**src/rtl/lzgc_pkg.sv**
```systemverilog
// ----------------------------------------------------------------------------
// lzgc_pkg
// Shared types and constants of the greedy LZ77 compressor.
// ----------------------------------------------------------------------------
package lzgc_pkg;

    localparam int WINDOW_DEPTH     = 1024;
    localparam int MIN_MATCH_LENGTH = 3;
    localparam int REPLAY_DEPTH     = MIN_MATCH_LENGTH - 1;
    localparam int OFF_W            = 11;
    localparam int LEN_W            = 16;
    localparam int CNT_W            = 2;
    localparam logic [LEN_W-1:0] MAX_MATCH_LENGTH = 16'hFFFF;

    typedef struct packed {
        logic       last;
        logic [7:0] data;
    } lzgc_item_t;

    typedef struct packed {
        logic             last;
        logic [7:0]       following;
        logic [LEN_W-1:0] length;
        logic [OFF_W-1:0] offset;
    } lzgc_token_t;

endpackage

```
**src/rtl/lzgc_in_queue.sv**
```systemverilog
// ----------------------------------------------------------------------------
// lzgc_in_queue
// Two-entry input queue that decouples the stream slave from the matcher.
// ----------------------------------------------------------------------------
module lzgc_in_queue
    import lzgc_pkg::*;
(
    input  logic       aclk,
    input  logic       aresetn,
    input  logic       s_tvalid,
    output logic       s_tready,
    input  logic [7:0] s_tdata,   // data_byte
    input  logic       s_tlast,   // end_of_stream
    output logic       head_valid,
    output lzgc_item_t head_item,
    input  logic       head_pop
);

    lzgc_item_t  slot_reg [2];
    logic [1:0]  count_reg;
    logic        rd_reg;
    logic        wr_reg;
    logic        push;

    assign s_tready   = (count_reg != 2'd2);
    assign push       = s_tvalid && s_tready;
    assign head_valid = (count_reg != 2'd0);
    assign head_item  = slot_reg[rd_reg];

    always_ff @(posedge aclk) begin
        if (!aresetn) begin
            count_reg <= 2'd0;
            rd_reg    <= 1'b0;
            wr_reg    <= 1'b0;
        end else begin
            if (push) begin
                wr_reg <= ~wr_reg;
            end
            if (head_pop && head_valid) begin
                rd_reg <= ~rd_reg;
            end
            count_reg <= count_reg + {1'b0, push} - {1'b0, head_pop && head_valid};
        end
    end

    always_ff @(posedge aclk) begin
        if (push) begin
            slot_reg[wr_reg] <= '{last: s_tlast, data: s_tdata};
        end
    end

endmodule

```
**config.mk**
```make
export PLATFORM = sky130hd
export DESIGN_NAME = lzgc_in_queue
export DESIGN_NICKNAME = d
export VERILOG_FILES = /design/src/rtl/lzgc_pkg.sv /design/src/rtl/lzgc_in_queue.sv
export SDC_FILE = /design/constraint.sdc
export NUM_CORES = 1
export LEC_CHECK = 0
export BUFFER_PORTS_ARGS = -buffer_cell sky130_fd_sc_hd__buf_2
export CORE_MARGIN = 2
export CORE_UTILIZATION = 46
export DETAILED_ROUTE_END_ITERATION = 6
export GPL_ROUTABILITY_DRIVEN = 1
export HOLD_SLACK_MARGIN = 0.06
export PLACE_DENSITY_LB_ADDON = 0.05
export SLEW_MARGIN = 10
export SYNTH_ARGS = -nofsm -noshare
export SYNTH_HDL_FRONTEND = slang
export SYNTH_SLANG_ARGS = --single-unit
```
**constraint.sdc**
```tcl
create_clock -name aclk -period 2 [get_ports aclk]
set_input_delay 0.4 -clock aclk [delete_from_list [all_inputs] [get_ports aclk]]
set_output_delay 0.4 -clock aclk [all_outputs]
set_load 0.05 [all_outputs]
```
== Word-level counts from Yosys, hierarchy flattened ==
Memory sizes are Yosys's and may differ from the RTL's. A register that Yosys moved wholly into a read port is not among the register bits.
Cells that the tools add are included.

* Register bits after elaboration: 4
* Bits in latches: 0
* RAM bits: 18
* Memory bits (read-only): 0
* Input port bits: 13
* Output and inout port bits: 11
* Word-level logic and storage cells: 16
* Memories kept: 1

* Add/subtract/negate cells: 2
* Multipliers: 0
* Div/mod/pow operators: 0
* $lt $le $gt $ge: 0
* Equality and inequality tests: 1
* Shift operators: 0
* Multiplexer cells: 4
* Bitwise operators: 2
* Reduce and logical (&&, ||, !) cells: 3

{| class="wikitable"
|+ Memory list
! name !! words !! width !! read ports !! clocked after Yosys merged registers in !! wr ports !! RTL line !! source
|-
| slot_reg || 2 || 9 || 1 || 1 || 1 || lzgc_in_queue.sv:19 || <nowiki>lzgc_item_t slot_reg [2];</nowiki>
|}

{| class="wikitable"
|+ Operators by type and width
! operator !! number
|-
| $mux W1 || 4
|-
| $add A2 B1 Y2 || 1
|-
| $logic_and A1 B1 Y1 || 2
|-
| $ne A2 B2 Y1 const B || 1
|-
| $not A1 Y1 || 2
|-
| $reduce_bool A2 Y1 || 1
|-
| $sub A2 B1 Y2 || 1
|}

== Logic depth before layout (Yosys ltp) ==
Gate-level depths: netlist (run 1).

* Depth after elaboration: 4
* Depth in mapped cells: 8

== Worst setup path before layout (run 1) ==
Ideal clock, no wire load.

* Path type: register to register
* Start point: reg count_reg[0]
* End point: reg count_reg[1]
* Setup time: 115 ps
* Arrival: 1871 ps
* Required time: 1885 ps
* Setup slack: 14 ps
* Cell stages (with the launch flop): 9
* Buffers on the path: 0
* Clock period less this slack: 1986 ps
* Cells stage by stage: dfxtp_1 > nand2b_1 > nand2_1 > ha_1 > inv_1 > ha_1 > xnor2_1 > xnor2_1 > and2_1

* Longest elaborated chain between the ends: 4

{| class="wikitable"
|+ Ends and longest elaborated chain
! what !! RTL line !! source
|-
| start: declaration || lzgc_in_queue.sv:20 || <nowiki>logic [1:0] count_reg;</nowiki>
|-
| start signal: assignment || lzgc_in_queue.sv:42 || <nowiki>count_reg <= count_reg + {1'b0, push} - {1'b0, head_pop && head_valid};</nowiki>
|-
| $ne A2 B2 Y1 || lzgc_in_queue.sv:25 || <nowiki>assign s_tready = (count_reg != 2'd2);</nowiki>
|-
| via s_tready || lzgc_in_queue.sv:11 || <nowiki>output logic s_tready,</nowiki>
|-
| $logic_and A1 B1 Y1 || lzgc_in_queue.sv:26 || <nowiki>assign push = s_tvalid && s_tready;</nowiki>
|-
| $add A2 B1 Y2 || lzgc_in_queue.sv:42 ||
|-
| $sub A2 B1 Y2 || lzgc_in_queue.sv:42 ||
|}

The timed path passes the listed nets, and every way through them passes these cells.
A chain may end at the register's enable or synchronous reset.

==> qor.csv, run 1 <==
metric,value,unit
status,completed,
clock latency on the worst-skew pair,300,ps
Worst EP arrival,1460,ps
vias post-DR,479,
Hold Path Class,input port to flop,
flip-flop and latch area,640.6,um^2
mean post-synth cell area,16.96,um^2
Vias per Instance,4.606,
total track usage,0.1226,
PnR worst setup slack,136.2,ps
Worst setup EP type,output pin,
area of the multi-input gates,232.7,um^2
WHS,280.8,ps
worst-path fanout max,9,
fin. max-slew vios,0,
Worst Setup Start Kind,flop,
Num CTS Buffers,3,
Placed Instances,100,
first-pass GRT wire length,1.814,mm
grt ovf,0,
post-synthesis cell type count,16,
first-pass iteration count of the detailed router,3,
H-tree Lvls,1,
period utilization,0.9319,
Leakage,0.4221,nW
Die Wd,47.79,um
per-cell routed wire length,11.77,um
# clock sinks,23,
placeable core region,1764,um^2
Pwr Density,1373,nW/um^2
unrepaired setup endpoints after global routing,false,
CTS tree,yes,
Clock transition at path regs,120,ps
Worst VDD drop,697.5,uV
# rows,15,
Synth Register Bits,23,
synth warn,0,
Worst Skew,3.554,ps
I/O Pins,24,
Fmax,0.5365,GHz
Post-Route WL,1.224,mm
number of fill cells,160,
Fin. Hold Viols,0,
CTS resizes,0,
DRT antenna net count,0,
Final setup viols,0,
max-cap viol count,0,
Clock Path Buffers,2,
synthesized cell area,882.1,um^2
initial DRC count,4,
largest net degree at the start of global routing,14,
crit path cell chain,"mux2_2, buf_2",
Mapped Cells,52,
Post-Syn Nets,67,
initial core utilization,0.5000,
initial antenna violation count,0,
port bufs,23,
postcts setup bufs,0,
Setup WS pre-CTS,357.4,ps
Tmin final,1864,ps
setup TNS,0,ps
share of layout cells above drive strength 1,0.4937,
clk root buf,clkbuf_4,
Die Y,47.79,um
Synth-to-Final Area Change,20.00,%
dpl hpwl,918.5,um
n_diodes,0,
"slowest stage delay, CP",570,ps
max FFs per register,18,
Nets,95,
WP data required,1600,ps
CTS Hold Bufs,0,
Worst-Margin Slew,436.1,ps
Crit Path Class,flop to output pin,
gp weighted congestion,0.6776,
slowest CP cell,dfxtp_1,
DRC violation count after routing,0,
Non-Filler Instances,104,
vias in the first global route,451,
Slew HR,0.7093,
sequential area share after synthesis,0.7262,
die area,2284,um^2
[through the flow]
step                        util  area, um^2  power (W)
after floorplan                -       882.1   0.001148
after global placement    0.5844        1031   0.001265
after detailed placement  0.5844        1031   0.001271
after CTS                 0.6000        1059   0.001474
after global routing      0.6000        1059   0.001537
final                     0.6000        1059   0.001453
[placed cells by master (no fill, tap or decap)]
| cell | instances |
|---|---|
| edfxtp_1 | 18 |
| o21a_2 | 1 |
| mux2i_1 | 1 |
| mux2_2 | 9 |
| ha_1 | 2 |
| nand2b_1 | 2 |
| clkbuf_4 | 3 |
| nor2b_1 | 2 |
| dfxtp_1 | 5 |
| buf_4 | 1 |
| or2_2 | 1 |
| buf_2 | 23 |
| clkinv_2 | 1 |
| and2_1 | 2 |
| inv_1 | 1 |
| and3_1 | 1 |
| nand2_1 | 2 |
| xnor2_1 | 3 |
| nor2_1 | 1 |
[final timing paths]
check               start              to  slack, ps  cells past startpoint
max                  flop    head_item[0]        140                      2
min            s_tdata[5]  slot_reg[1][5]        280                      1
max reg2reg  count_reg[0]    count_reg[1]        360                      8
min reg2reg        wr_reg          wr_reg        520                      2
[routing by layer]
metal / GRT usage / wire length, um
met5: 0 / 0
met1: 0.1425 / 542
met3: 0.03396 / 54
met4: 0.06486 / 0
met2: 0.2053 / 627
[critical path: cells and delay by family (launching register included)]
kind / cells / cell delay (ps)
flip-flops: 1 / 570
multiplexers: 1 / 380
buffers and inverters: 1 / 210
[synth_stat cells]
library cell	n	area, um^2
nand2b_1	2	12.51
o21a_2	1	8.760
edfxtp_1	18	540.5
or2_2	1	6.260
nand2_1	2	7.510
buf_2	1	5.000
dfxtp_1	5	100.1
mux2i_1	1	10.01
and2_1	2	12.51
ha_1	2	25.02
mux2_2	9	101.4
nor2b_1	2	12.51
and3_1	1	6.260
xnor2_1	3	26.28
nor2_1	1	3.750
inv_1	1	3.750
[cells by family (layout without fill, tap and decap cells)]
| kind of cell | count (synthesis) | count (layout) | share of synthesized area |
|---|---|---|---|
| buf+inv | 2 | 29 | 0.009920 |
| fa+ha+maj | 2 | 2 | 0.02836 |
| xor+xnor | 3 | 3 | 0.02979 |
| mux | 10 | 10 | 0.1262 |
| compound gates | 1 | 1 | 0.009931 |
| simple gates | 11 | 11 | 0.06950 |
| flops | 23 | 23 | 0.7262 |
[area by class of cell]
type,count,area share
Multi-Input combinational cell,27,0.2199
Timing Repair Buffer,24,0.1158
Tap cell,25,0.02955
Inverter,1,0.003546
Sequential cell,23,0.6052
Clock inverter,1,0.004728
Clock buffer,3,0.02128
[where the power goes]
part / leakage, nW / internal (W) / total, W / switching [W]
Combinational: 0.195 / 0.000200 / 0.000592 / 0.000392
Sequential: 0.210 / 0.000607 / 0.000660 / 0.0000527
Clock: 0.0177 / 0.0000745 / 0.000201 / 0.000127
Note: power is estimated with default switching activity, not from simulation.
==> inputs of run 2 (changes only) <==
- CORE_UTILIZATION: 46 -> 49
- PLACE_DENSITY: not set -> 0.82
- PLACE_DENSITY_LB_ADDON: 0.05 -> not set
==> run 2 against run 1 <==
Net effect: combinational power about the same; count of clock-buffer cells in the layout unchanged; sequential power about the same; highest routed layer is now met4; via count increased by 4.4%; first-iteration DRC count decreased by 75%; utilization increased by 2.0 points; clock power about the same; die area decreased by 5.6%; sequential share of layout area unchanged; largest power group unchanged.
==> qor.csv, run 2 (same netlist as run 1, synthesis figures left out) <==
metric,value,unit,change
status,completed,,
initial core utilization,0.5165,,+0.01648
Die Y,46.43,um,-2.8%
per-cell routed wire length,12.39,um,+5.3%
Synth-to-Final Area Change,20.00,%,unchanged
fin. max-slew vios,0,,unchanged
CTS tree,yes,,
postcts setup bufs,0,,unchanged
Setup WS pre-CTS,349.6,ps,-7.782 ps
Slew HR,0.7053,,-0.003956
grt ovf,0,,unchanged
CTS resizes,0,,unchanged
Post-Route WL,1.289,mm,+5.3%
DRC violation count after routing,0,,unchanged
number of fill cells,149,,-6.9%
WP data required,1600,ps,about the same
# rows,15,,unchanged
share of layout cells above drive strength 1,0.4937,,unchanged
gp weighted congestion,0.6254,,-7.7%
initial antenna violation count,0,,unchanged
Fmax,0.5362,GHz,about the same
Worst-Margin Slew,442.0,ps,+5.934 ps
worst-path fanout max,9,,unchanged
clk root buf,clkbuf_4,,
PnR worst setup slack,135.2,ps,-1.055 ps
vias in the first global route,443,,-1.8%
Worst EP arrival,1460,ps,about the same
placeable core region,1708,um^2,-3.2%
H-tree Lvls,1,,unchanged
Nets,95,,unchanged
Crit Path Class,flop to output pin,,
Vias per Instance,4.808,,+4.4%
n_diodes,0,,unchanged
first-pass GRT wire length,1.835,mm,+1.2%
Worst Setup Start Kind,flop,,
Tmin final,1865,ps,+1.055 ps
largest net degree at the start of global routing,14,,unchanged
Worst VDD drop,749.3,uV,+7.4%
I/O Pins,24,,unchanged
Num CTS Buffers,3,,unchanged
die area,2156,um^2,-5.6%
clock latency on the worst-skew pair,290,ps,about the same
period utilization,0.9324,,about the same
fin util,0.6198,,+0.01978
Worst setup EP type,output pin,,
Hold Path Class,input port to flop,,
first-pass iteration count of the detailed router,4,,+1
Clock Path Buffers,2,,unchanged
Leakage,0.4221,nW,unchanged
Fin. Hold Viols,0,,unchanged
Clock transition at path regs,120,ps,about the same
DRT antenna net count,0,,unchanged
max FFs per register,18,,unchanged
Final setup viols,0,,unchanged
Die Wd,46.43,um,-2.8%
total track usage,0.1327,,+0.01009
# clock sinks,23,,unchanged
Worst Skew,1.517,ps,-2.037 ps
unrepaired setup endpoints after global routing,false,,
vias post-DR,500,,+4.4%
initial DRC count,1,,-3
Pwr Density,1376,nW/um^2,+0.19%
Tot Pwr,0.001456,W,+0.19%
max-cap viol count,0,,unchanged
setup TNS,0,ps,unchanged
dpl hpwl,964.5,um,+5.0%
"commonest non-fill, non-tap cells in the layout","buf_2 (23), edfxtp_1 (18), mux2_2 (9)",,
"commonest non-fill, non-tap cell in the layout",buf_2,,
CTS Hold Bufs,0,,unchanged
port bufs,23,,unchanged
run 2: cell counts in the layout (fill, tap and decap cells not counted):
No cell type changed its count.
run 2: path summary, 6_finish.rpt:
check / startpoint / to / slack (ps) / cells after the start
max: flop / head_item[3] / 140 / 2
min: s_tdata[6] / slot_reg[1][6] / 280 / 1
min reg2reg: wr_reg / wr_reg / 500 / 2
max reg2reg: count_reg[0] / count_reg[1] / 360 / 8
run 2: power by group:
part | internal [W] | switching [W]
Combinational | 0.000200 | 0.000391
Sequential | 0.000607 | 0.0000544
Clock | 0.0000743 | 0.000129
run 2: through the flow:
| stage | cell area [um^2] | hold slack, ps | std cells |
|---|---|---|---|
| 6_report | 1059 | 282.5 | 104 |
| 5_1_grt | 1059 | 253.7 | 104 |
| 4_1_cts | 1059 | 278.9 | 104 |
| 3_5_place_dp | 1031 | 480.5 | 100 |
| 3_3_place_gp | 1031 | 467.9 | 100 |
| 2_1_floorplan | 882.1 | 454.9 | 52 |
run 2: layout make-up:
type	count	area, um^2	area share
clock buffer	3	22.52	0.02128
clock inverter	1	5.005	0.004728
inverter	1	3.754	0.003546
multi-input combinational	27	232.7	0.2199
sequential	23	640.6	0.6052
tap	25	31.28	0.02955
timing repair buffer	24	122.6	0.1158
run 2: metal layers:
layer | global-route usage | wire length (um) | vias up
li1 | - | - | 240
met1 | 0.1366 | 536 | 244
met2 | 0.2417 | 676 | 14
met3 | 0.03529 | 64 | 2
met4 | 0.06857 | 12 | 0
met5 | 0 | 0 | -
run 2: critical path, stage by stage, from the launching register on:
cell and delay, ps:
dfxtp_1 570, mux2_2 390, buf_2 210
